`src/rtl/ogrf_pkg.sv`:
```
`default_nettype none
// ----------------------------------------------------------------------------
// Occupancy grid rectangle fill - shared definitions
// Field widths, register indexes, action codes, controller states and the
// command/status words between the controller and the datapath.
// ----------------------------------------------------------------------------
package ogrf_pkg;

    // Field widths
    localparam int ACT_W      = 2;
    localparam int COORD_W    = 24;  // signed Q15.8 coordinate
    localparam int SIZE_W     = 23;  // unsigned Q15.8 size
    localparam int QIDX_W     = 6;   // query row / column index
    localparam int USED_W     = 7;   // columns_used / rows_used
    localparam int CFG_DATA_W = 24;
    localparam int CFG_IDX_W  = 3;

    // Corner arithmetic: offset from origin, doubled-scale numerator, divisor
    localparam int DIFF_W    = COORD_W + 1;   // centre minus origin
    localparam int NUM_W     = DIFF_W + 1;    // non-negative doubled numerator
    localparam int DEN_W     = SIZE_W + 1;    // twice the cell size
    localparam int DIV_CNT_W = $clog2(NUM_W + 1);

    // Default grid size and register reset values
    localparam int DEF_MAX_COLUMNS = 64;
    localparam int DEF_MAX_ROWS    = 64;

    localparam logic [COORD_W-1:0] RST_ORIGIN    = '0;
    localparam logic [SIZE_W-1:0]  RST_CELL_SIZE = SIZE_W'(256);
    localparam logic [USED_W-1:0]  RST_USED      = USED_W'(64);

    // Action codes
    typedef enum logic [ACT_W-1:0] {
        ACT_MARK  = 2'd0,
        ACT_QUERY = 2'd1,
        ACT_CLEAR = 2'd2
    } action_t;

    // Configuration register indexes
    typedef enum logic [CFG_IDX_W-1:0] {
        REG_ORIGIN_X     = 3'd0,
        REG_ORIGIN_Y     = 3'd1,
        REG_CELL_WIDTH   = 3'd2,
        REG_CELL_HEIGHT  = 3'd3,
        REG_COLUMNS_USED = 3'd4,
        REG_ROWS_USED    = 3'd5
    } cfg_reg_t;

    // Controller states
    typedef enum logic [3:0] {
        ST_INIT,
        ST_IDLE,
        ST_PREP,
        ST_DIV,
        ST_SAT,
        ST_MASK,
        ST_FILL,
        ST_QREAD,
        ST_QEVAL,
        ST_CLR,
        ST_DONE
    } ogrf_state_t;

    // Controller to datapath
    typedef struct packed {
        logic latch;       // take the input word
        logic row_zero;    // restart the row counter
        logic div_start;   // load the four corner dividers
        logic sat_load;    // clip the quotients
        logic mask_load;   // build the column mask, set first row
        logic fill_read;   // read one row for the OR update
        logic query_read;  // read the queried row
        logic query_eval;  // form blocked / out_of_range
        logic clr_write;   // zero one row
    } ogrf_cmd_t;

    // Datapath to controller
    typedef struct packed {
        logic div_done;
        logic mask_empty;
        logic row_active;
        logic clr_last;
    } ogrf_status_t;

endpackage
`default_nettype wire

```
`src/rtl/ogrf_ctrl.sv`:
```
`default_nettype none
// ----------------------------------------------------------------------------
// Occupancy grid controller
// Sequences the reset sweep, mark, query and clear operations and raises
// the result strobe.
// ----------------------------------------------------------------------------
module ogrf_ctrl
    import ogrf_pkg::*;
(
    input  wire logic             clk,
    input  wire logic             rst_n,
    input  wire logic             start,
    input  wire logic [ACT_W-1:0] action,
    input  wire ogrf_status_t     status,
    output ogrf_cmd_t             cmd,
    output logic                  busy,
    output logic                  done
);

    ogrf_state_t state_reg;
    ogrf_state_t state_next;

    // State register
    always_ff @(posedge clk or negedge rst_n)
    begin
        if (!rst_n)
            state_reg <= ST_INIT;
        else
            state_reg <= state_next;
    end

    // Next state and commands
    always_comb
    begin
        state_next = state_reg;
        cmd        = '0;
        busy       = 1'b1;
        done       = 1'b0;
        unique case (state_reg)
            // zero every row after reset
            ST_INIT:
            begin
                cmd.clr_write = 1'b1;
                if (status.clr_last)
                    state_next = ST_IDLE;
            end
            ST_IDLE:
            begin
                busy = 1'b0;
                if (start)
                begin
                    cmd.latch = 1'b1;
                    unique case (action)
                        ACT_MARK:  state_next = ST_PREP;
                        ACT_QUERY: state_next = ST_QREAD;
                        ACT_CLEAR:
                        begin
                            cmd.row_zero = 1'b1;
                            state_next   = ST_CLR;
                        end
                        default:   state_next = ST_DONE;
                    endcase
                end
            end
            ST_PREP:
            begin
                cmd.div_start = 1'b1;
                state_next    = ST_DIV;
            end
            ST_DIV:
            begin
                if (status.div_done)
                    state_next = ST_SAT;
            end
            ST_SAT:
            begin
                cmd.sat_load = 1'b1;
                state_next   = ST_MASK;
            end
            ST_MASK:
            begin
                cmd.mask_load = 1'b1;
                state_next    = ST_FILL;
            end
            // one row read per cycle; its OR write lands the cycle after
            ST_FILL:
            begin
                if (status.row_active && !status.mask_empty)
                    cmd.fill_read = 1'b1;
                else
                    state_next = ST_DONE;
            end
            ST_QREAD:
            begin
                cmd.query_read = 1'b1;
                state_next     = ST_QEVAL;
            end
            ST_QEVAL:
            begin
                cmd.query_eval = 1'b1;
                state_next     = ST_DONE;
            end
            ST_CLR:
            begin
                cmd.clr_write = 1'b1;
                if (status.clr_last)
                    state_next = ST_DONE;
            end
            ST_DONE:
            begin
                done       = 1'b1;
                state_next = ST_IDLE;
            end
            default:
            begin
                state_next = ST_IDLE;
            end
        endcase
    end

endmodule
`default_nettype wire

```
`config.mk`:
```
export PLATFORM = sky130hd
export DESIGN_NAME = ogrf_ctrl
export DESIGN_NICKNAME = d
export VERILOG_FILES = /design/src/rtl/ogrf_pkg.sv /design/src/rtl/ogrf_ctrl.sv
export SDC_FILE = /design/constraint.sdc
export NUM_CORES = 1
export LEC_CHECK = 0
export BUFFER_PORTS_ARGS = -buffer_cell sky130_fd_sc_hd__buf_2
export CORE_AREA = 5 5 42 44
export CTS_CLUSTER_SIZE = 10
export DETAILED_ROUTE_END_ITERATION = 7
export DIE_AREA = 0 0 47 49
export PLACE_DENSITY = 0.68
export SYNTH_ARGS = -nofsm -noshare
export SYNTH_HDL_FRONTEND = slang
export SYNTH_SLANG_ARGS = --single-unit
```
`constraint.sdc`:
```
create_clock -name clk -period 1.6 [get_ports clk]
set_input_delay 0.48 -clock clk [delete_from_list [all_inputs] [get_ports clk]]
set_output_delay 0.48 -clock clk [all_outputs]
set_load 0.01 [all_outputs]
```
# [Word level (Yosys, flattened, before mapping)]
# Index checks and enable logic that the tools add are counted.
[totals] elab_cells=44 out_inout_bits=11 input_bits=9 reg_bits=4
[classes] muxes=20 n_eq_ne=17 reduce_logical=6
[ops] operator="$pmux W4 S10" count=1
[ops] operator="$mux W4" count=5
[ops] operator="$eq A4 B3 Y1 const B" count=4
[ops] operator="$eq A4 B4 Y1 const B" count=3
[ops] operator="$pmux W4 S3" count=1
[ops] operator="$mux W1" count=11
[ops] operator="$ne A2 B2 Y1 const B" count=5
[ops] operator="$eq A4 B2 Y1 const B" count=2
[ops] operator="$reduce_and A5 Y1" count=1
[ops] operator="$eq A4 B1 Y1 const B" count=1
[ops] operator="$logic_not A4 Y1" count=1
[ops] operator="$mux W2" count=2
[ops] operator="$eq A2 B1 Y1 const B" count=1
[ops] operator="$eq A2 B2 Y1 const B" count=1
[ops] operator="$logic_not A2 Y1" count=1
[ops] operator="$reduce_or A2 Y1" count=1
[ops] operator="$logic_and A1 B1 Y1" count=1
[ops] operator="$logic_not A1 Y1" count=1

# [Logic depth before layout (Yosys ltp)]
# Gate-level depths: netlist (run 1).
[depth] ltp_word=4 mapped_depth=6 mapped_depth_nobuf=6

# [Worst setup path before layout (run 1)]
# No wires, ideal clock.
[synth_timing] kind="register to output" start="reg state_reg[3]" end="out cmd[7] (netlist bit)" slack_ns=0.031 n_path_buf=1 path_stages_with_launch=5 arrival_time_ns=1.089 t_required_ns=1.120 cell_sequence="dfrtp_1 -> buf_4 -> nor2_1 -> and3_1 -> and2_1"
[synth_rtl] item="start: declaration" line_no="ogrf_ctrl.sv:20" text="ogrf_state_t state_reg;"
[synth_rtl] item="start signal: assignment" line_no="ogrf_ctrl.sv:29" text="state_reg <= state_next;"
[synth_rtl] item="end: declaration" line_no="ogrf_ctrl.sv:15" text="output ogrf_cmd_t cmd,"

==> impl_summary.log, run 1 <==
[metrics] max_cap viols: 0
[metrics] final cell count without fillers: 103
[metrics] relative contribution of the clock network to total power: 0.090
[metrics] fraction of power spent switching nets: 0.444
[metrics] Initial DRT Pass Iterations: 4
[metrics] cell area after synthesis: 454 sq um
[metrics] TritonCTS Buffers: 3
[metrics] row count: 14
[metrics] number of instances in the synthesized netlist: 58
[metrics] 1st-iter DRT viols: 3
[metrics] Vias/cell: 5.00
[metrics] Final Skew: 0.00296 ns
[metrics] cell with the largest stage delay on the worst path: sky130_fd_sc_hd__dfrtp_2
[metrics] post-synthesis to final-layout area growth: 64.2%
[metrics] Tightest Pin Transition: 0.251 ns
[metrics] share of post-route cells with drive strength above 1: 0.598
[metrics] count of different cell masters after synthesis: 26
[metrics] run status: finished, violations left
[metrics] Net Sw Power: 618 uW
[metrics] combinational group share of total power: 0.739
[metrics] routability congestion estimate from global placement: 0.761
[metrics] total of flip-flops plus latches after synthesis: 4
[metrics] CTS sink count: 4
[metrics] worst min-delay path category: input port to asynchronous set/reset pin
[metrics] fin. max-slew vios: 0
[metrics] wire length per cell after detailed routing: 13.1 microns
[metrics] setup slack after layout: -0.125 ns
[metrics] required time of the critical path: 1.12 ns
[metrics] syn nets: 70
[metrics] Die ar.: 2300 sq um
[metrics] largest net degree at the start of global routing: 10
[metrics] DRC violation count after routing: 0
[metrics] synthesized area divided by synthesized cell count: 7.83 sq um
[metrics] starting utilization of the core area: 0.324
[metrics] flip-flop count of the largest register, all copies and words added: 4
[metrics] maximum operating frequency: 580 MHz
[metrics] H-tree depth: 1
[metrics] Static Leakage: 0.408 nW
[metrics] TritonCTS clock tree: built
[metrics] final number of hold-violating endpoints: 0
[metrics] worst reg2reg path depth: 5
[metrics] leading cell types by total area after synthesis: sky130_fd_sc_hd__dfrtp_1 22%, sky130_fd_sc_hd__ha_1 8.3%, sky130_fd_sc_hd__o21ai_0 7.7%
[metrics] Worst path top cell family by delay: simple AND/OR/NAND/NOR gates
[metrics] FF-to-FF End: state_reg[1]$_DFFE_PN0P_
[metrics] post-layout total power: 1.39 mW
[metrics] hold-fix buffer count after cts: 0
[metrics] number of antenna violations at the first check in global routing: 0
[metrics] final period utilization: 1.08
[metrics] wire length of the first global-routing pass: 2.26 mm
[metrics] worst path arrival time: 1.25 ns
[metrics] clock buffer depth: 2
[metrics] RSZ-0062 raised after global routing: true
[metrics] Std-Cell Core Area: 1400 sq um
[metrics] Worst path max stage delay: 0.44 ns
[metrics] top cell type by total area after synthesis: sky130_fd_sc_hd__dfrtp_1
[metrics] chip width: 47 microns
[metrics] internal power component: 773 uW
[metrics] power density of the placed cells: 1860 nW/um^2
[metrics] start-to-end type of the worst setup path: flip-flop to primary output
[metrics] via count: 515
[metrics] Clk Tree Root Cell: sky130_fd_sc_hd__clkbuf_4
[metrics] post-route ant nets: 0
[metrics] largest vdd supply drop: 0.918 mV
[metrics] critical path fanouts, max: 5
[metrics] via count of the first global-routing pass: 524
[metrics] Flop pwr share: 0.170
[metrics] vertical extent of the die: 49 microns
[metrics] port bufs: 19
[metrics] All-Layer GR Usage: 0.136
[metrics] violated checks: negative setup slack
[metrics] cell chain of the critical path: nor2b_4, and3_4, and2_4, buf_6
[metrics] clock-pin slew on the worst setup and hold paths: 0.04 ns
[metrics] final number of setup-violating endpoints: 10
[metrics] # placed instances: 95
[metrics] sum of buffers and inverters on the critical path: 1
[metrics] share of the synthesized area in the top cell type: 0.220
[metrics] r2r startpoint: state_reg[0]$_DFFE_PN0P_
[metrics] IO Count: 20
[metrics] kind of start point of the critical path: flip-flop
[metrics] source-to-sink clock delay at the later pin of the worst-skew pair: 0.24 ns
[metrics] Max transition margin: 0.832
[metrics] Antenna Diode Count: 0
[metrics] number of nets in the layout: 101
[metrics] total number of yosys warnings: 0
[metrics] worst-case register-to-register setup slack: 0.06 ns
[metrics] sequential element share of the synthesized area: 0.220
[metrics] remaining global-route overflow: 0
[metrics] final routed wirelength across all metal layers: 1.35 mm
[metrics] Min Clock Period, post-route: 1.73 ns
[metrics] Setup crit end kind: primary output
[metrics] HPWL after detailed placement: 921 microns
==> power groups by stage <==
stage	Sequential (mW)	Clock (mW)	Combinational, mW
6_report	0.236	0.126	1.03
5_1_grt	0.247	0.145	1.12
3_5_place_dp	0.225	0	0.782
4_1_cts	0.232	0.128	0.937
2_1_floorplan	0.181	0	0.555
3_3_place_gp	0.224	0	0.768
==> cell families (layout without fill, tap and decap cells) <==
kind of cell	Yosys count	after routing	synth area share
AND/OR/NAND/NOR	24	24	0.300
AO/OA/AOI/OAI	13	13	0.174
buffers and inverters	9	38	0.110
multiplexers	4	4	0.0937
flip-flops	4	4	0.220
adder cells (fa/ha/maj)	3	3	0.0827
XOR/XNOR	1	1	0.0193
==> per-stage QoR <==
stage / area [sq um] / util / hold slack (ns) / setup WS (ns) / setup TNS, ns
2_1_floorplan: 454 / - / 0.184 / 0.0315 / 0
3_3_place_gp: 596 / 0.425 / 0.286 / 0.0114 / 0
4_1_cts: 707 / 0.504 / 0.0360 / -0.112 / -0.753
6_report: 746 / 0.532 / 0.0402 / -0.125 / -0.703
3_5_place_dp: 596 / 0.425 / 0.287 / -0.0606 / -0.0606
5_1_grt: 746 / 0.532 / 0.0239 / -0.189 / -1.44
==> what timing repair did <==
action / in CTS / in global routing
buffers inserted: 4 / 1
pin swaps: 5 / 2
cloned: 0 / 0
resized for setup: 16 / 10
endpoints found under the setup margin: 11 / 11
==> cell usage after synthesis <==
cell type                  number
sky130_fd_sc_hd__mux2_1         2
sky130_fd_sc_hd__inv_1          5
sky130_fd_sc_hd__nor2b_1        1
sky130_fd_sc_hd__nand2_1        5
sky130_fd_sc_hd__o21ai_0        7
sky130_fd_sc_hd__buf_6          1
sky130_fd_sc_hd__and2b_4        1
sky130_fd_sc_hd__nor2_1         5
sky130_fd_sc_hd__nand2b_1       2
sky130_fd_sc_hd__xnor2_1        1
sky130_fd_sc_hd__and2b_1        1
sky130_fd_sc_hd__nor3_1         2
sky130_fd_sc_hd__buf_4          2
sky130_fd_sc_hd__o211ai_2       1
sky130_fd_sc_hd__ha_1           3
sky130_fd_sc_hd__nand3_1        1
sky130_fd_sc_hd__a21oi_1        2
sky130_fd_sc_hd__buf_2          1
sky130_fd_sc_hd__o22ai_1        1
sky130_fd_sc_hd__nor3b_1        1
sky130_fd_sc_hd__nand4b_2       1
sky130_fd_sc_hd__o21a_1         2
sky130_fd_sc_hd__dfrtp_1        4
sky130_fd_sc_hd__mux2i_1        2
sky130_fd_sc_hd__and2_1         2
sky130_fd_sc_hd__and3_1         2
==> worst max-delay path by stage <==
stage	start	to	slack, ns	cells past startpoint
after floorplan	state_reg[3]$_DFFE_PN0P_	cmd[7]	0.03	4
after global placement	action[0]	state_reg[3]$_DFFE_PN0P_	0.01	7
after detailed placement	action[0]	state_reg[3]$_DFFE_PN0P_	-0.06	7
after CTS	state_reg[0]$_DFFE_PN0P_	cmd[7]	-0.11	4
after global routing	state_reg[3]$_DFFE_PN0P_	cmd[5]	-0.19	3
final	state_reg[1]$_DFFE_PN0P_	cmd[7]	-0.13	4
==> layout by cell type, fill, tap and decap left out, drive strengths merged <==
master	Yosys	routed
o22ai	1	1
nor2	5	5
inv	5	4
xnor2	1	1
nand4b	1	1
nand2	5	5
o21a	2	2
buf	4	30
clkbuf	0	3
nor3b	1	1
and3	2	2
mux2i	2	2
ha	3	3
o21ai	7	7
clkinv	0	1
nor2b	1	1
o211ai	1	1
nor3	2	2
nand3	1	1
a21oi	2	2
mux2	2	2
dfrtp	4	4
and2	2	2
nand2b	2	2
and2b	2	2
==> per-layer routing <==
metal	up-vias	global-route usage	routed length, microns
li1	256	-	-
met1	229	0.160	508
met2	24	0.197	704
met3	6	0.0590	99
met4	0	0.0829	42
met5	-	0	0
==> layout make-up <==
type                       count  area (sq um)
timing repair buffer          30           206
fill                         138           656
inverter                       5          31.3
sequential                     4           104
clock buffer                   3          22.5
tap                           16          20.0
multi-input combinational     45           362
==> worst reg2reg max path, stage by stage (launching register included) <==
cell and delay [ns]:
sky130_fd_sc_hd__dfrtp_2 0.43, sky130_fd_sc_hd__and2b_2 0.27, sky130_fd_sc_hd__nand4b_4 0.11, sky130_fd_sc_hd__buf_4 0.15
sky130_fd_sc_hd__o211ai_2 0.11, sky130_fd_sc_hd__mux2_1 0.35
No activity file was read; power rests on OpenSTA's default activity.
==> run 2, diff against run 1 <==
==> constraint.sdc (replaced) <==
create_clock -name clk -period 1.7 [get_ports clk]
set_input_delay 0.34 -clock clk [delete_from_list [all_inputs] [get_ports clk]]
set_output_delay 0.34 -clock clk [all_outputs]
set_load 0.01 [all_outputs]
==> run 2 against run 1 <==
Compared with the run above:
- the run now ends clean
- final area is 18% lower
- sequential cell count stayed put
- wire length shrank 24%
- combinational power fell by 37%
- critical path type unchanged
- register-to-register slack gained 0.16 ns
- sequential power about the same
==> impl_summary.log, run 2 (synthesis gave the netlist of run 1 again) <==
[metrics] share of the core filled with cells: 0.438
[metrics] post-route ant nets: 0
[metrics] number of nets in the layout: 95
[metrics] final number of setup-violating endpoints: 0
[metrics] post-layout total power: 1.01 mW
[metrics] fraction of power spent switching nets: 0.444
[metrics] clock-pin slew on the worst setup and hold paths: 0.04 ns
[metrics] Initial DRT Pass Iterations: 2
[metrics] Std-Cell Core Area: 1400 sq um
[metrics] Die ar.: 2300 sq um
[metrics] via count of the first global-routing pass: 419
[metrics] commonest cells after routing, fill and taps aside: 19 x sky130_fd_sc_hd__buf_2, 7 x sky130_fd_sc_hd__o21ai_0, 5 x sky130_fd_sc_hd__inv_1, 5 x sky130_fd_sc_hd__nand2_1
[metrics] start-to-end type of the worst setup path: flip-flop to primary output
[metrics] Clk Tree Root Cell: sky130_fd_sc_hd__clkbuf_4
[metrics] largest net degree at the start of global routing: 11
[metrics] wire length of the first global-routing pass: 1.78 mm
[metrics] internal power component: 561 uW
[metrics] DRC violation count after routing: 0
[metrics] chip width: 47 microns
[metrics] H-tree depth: 1
[metrics] remaining global-route overflow: 0
[metrics] wire length per cell after detailed routing: 10.6 microns
[metrics] met3 wirelength from detailed routing: 72 microns
[metrics] Net Sw Power: 448 uW
[metrics] flip-flop count of the largest register, all copies and words added: 4
[metrics] final routed wirelength across all metal layers: 1.02 mm
[metrics] maximum operating frequency: 616 MHz
[metrics] final period utilization: 0.954
[metrics] source-to-sink clock delay at the later pin of the worst-skew pair: 0.24 ns
[metrics] CTS sink count: 4
[metrics] worst reg2reg path depth: 5
[metrics] largest vdd supply drop: 0.782 mV
[metrics] required time of the critical path: 1.36 ns
[metrics] combinational group share of total power: 0.648
[metrics] Worst path max stage delay: 0.42 ns
[metrics] critical path fanouts, max: 4
[metrics] Vias/cell: 4.74
[metrics] power density of the placed cells: 1640 nW/um^2
[metrics] highest metal layer with signal wires: met3
[metrics] clock buffer depth: 2
[metrics] final number of hold-violating endpoints: 0
[metrics] cell with the largest stage delay on the worst path: sky130_fd_sc_hd__dfrtp_1
[metrics] row count: 14
[metrics] Tightest Pin Transition: 0.224 ns
[metrics] worst min-delay path category: input port to asynchronous set/reset pin
[metrics] port bufs: 19
[metrics] routability congestion estimate from global placement: 0.771
[metrics] share of post-route cells with drive strength above 1: 0.420
[metrics] fin. max-slew vios: 0
[metrics] TritonCTS clock tree: built
[metrics] Static Leakage: 0.354 nW
[metrics] via count: 460
[metrics] number of antenna violations at the first check in global routing: 0
[metrics] post-synthesis to final-layout area growth: 35.3%
[metrics] worst-case register-to-register setup slack: 0.22 ns
[metrics] vertical extent of the die: 49 microns
[metrics] Flop pwr share: 0.233
[metrics] starting utilization of the core area: 0.324
[metrics] run status: finished, final reports clean
[metrics] relative contribution of the clock network to total power: 0.119
[metrics] wire length on met1: 461 microns
[metrics] FF-to-FF End: state_reg[1]$_DFFE_PN0P_
[metrics] Min Clock Period, post-route: 1.62 ns
[metrics] kind of start point of the critical path: flip-flop
[metrics] Final Skew: 0.00471 ns
[metrics] Setup crit end kind: primary output
[metrics] filler cell count in the final layout: 145
[metrics] max_cap viols: 0
[metrics] worst path arrival time: 1.28 ns
[metrics] 1st-iter DRT viols: 1
[metrics] HPWL after detailed placement: 813 microns
[metrics] Max transition margin: 0.850
[metrics] leading cell type in the layout, fill and taps excluded: sky130_fd_sc_hd__buf_2
[metrics] r2r startpoint: state_reg[1]$_DFFE_PN0P_
[metrics] cell chain of the critical path: and2b_4, nand4b_2, inv_1, buf_2
[metrics] RSZ-0062 raised after global routing: true
[metrics] Antenna Diode Count: 0
[metrics] TritonCTS Buffers: 3
[metrics] All-Layer GR Usage: 0.101
[metrics] IO Count: 20
[metrics] length of routed met2 wiring: 489 microns
==> run 2: cell count changes in the layout (fill, tap and decap cells not counted), sizes merged <==
cell / before / now
buf: 30 / 23
clkinv: 1 / 0
dlygate4sd3: 0 / 1
inv: 4 / 5
==> run 2: power by group through the flow <==
| stage | logic [mW] | registers, mW | clock network, mW |
|---|---|---|---|
| floorplan | 0.522 | 0.170 | 0 |
| global placement | 0.588 | 0.239 | 0 |
| detailed placement | 0.585 | 0.238 | 0 |
| CTS | 0.628 | 0.224 | 0.123 |
| global route | 0.745 | 0.244 | 0.130 |
| finish | 0.654 | 0.235 | 0.120 |
==> run 2: area by class of cell <==
| type | count | area, sq um | share of cell area |
|---|---|---|---|
| clock buffer | 3 | 22.5 | 0.0367 |
| inverter | 5 | 18.8 | 0.0305 |
| multi-input combinational | 45 | 314 | 0.511 |
| sequential | 4 | 104 | 0.169 |
| tap | 16 | 20.0 | 0.0326 |
| timing repair buffer | 24 | 135 | 0.220 |
==> run 2: critical path, delay by kind of cell (launching register included) <==
family,cells,cell delay [ns]
simple gates,2,0.43
flops,1,0.42
buf+inv,2,0.20
==> run 2: layer usage <==
metal  track usage  up-vias
met2         0.156        9
met3        0.0590        0
met1         0.129      206
met5             0        -
li1              -      245
met4             0        0
==> run 2: worst max path at each step <==
stage,start,to,slack [ns],cells past startpoint
floorplan,state_reg[3]$_DFFE_PN0P_,cmd[7],0.27,4
global placement,state_reg[0]$_DFFE_PN0P_,cmd[7],0.12,4
detailed placement,state_reg[0]$_DFFE_PN0P_,cmd[7],0.14,4
CTS,state_reg[1]$_DFFE_PN0P_,cmd[7],0.04,4
global route,state_reg[2]$_DFFE_PN0P_,cmd[7],-0.01,4
finish,state_reg[3]$_DFFE_PN0P_,cmd[3],0.08,4
==> run 2: repair_timing <==
item,in CTS,in global routing
gates resized for setup,2,4
setup buffers,1,1
setup endpoints to repair,3,3
endpoints found under the hold margin,4,0
hold buffers,1,0
pin swaps,0,0
==> run 2: per-stage QoR <==
stage	area [sq um]	setup slack, ns	TNS, ns	hold WS [ns]	instances
after floorplan	454	0.271	0	0.0444	58
after CTS	597	0.0380	0	0.438	96
after global placement	553	0.118	0	0.149	91
after global routing	614	-0.00969	-0.00969	0.459	97
final	614	0.0774	0	0.437	97
after detailed placement	553	0.139	0	0.149	91
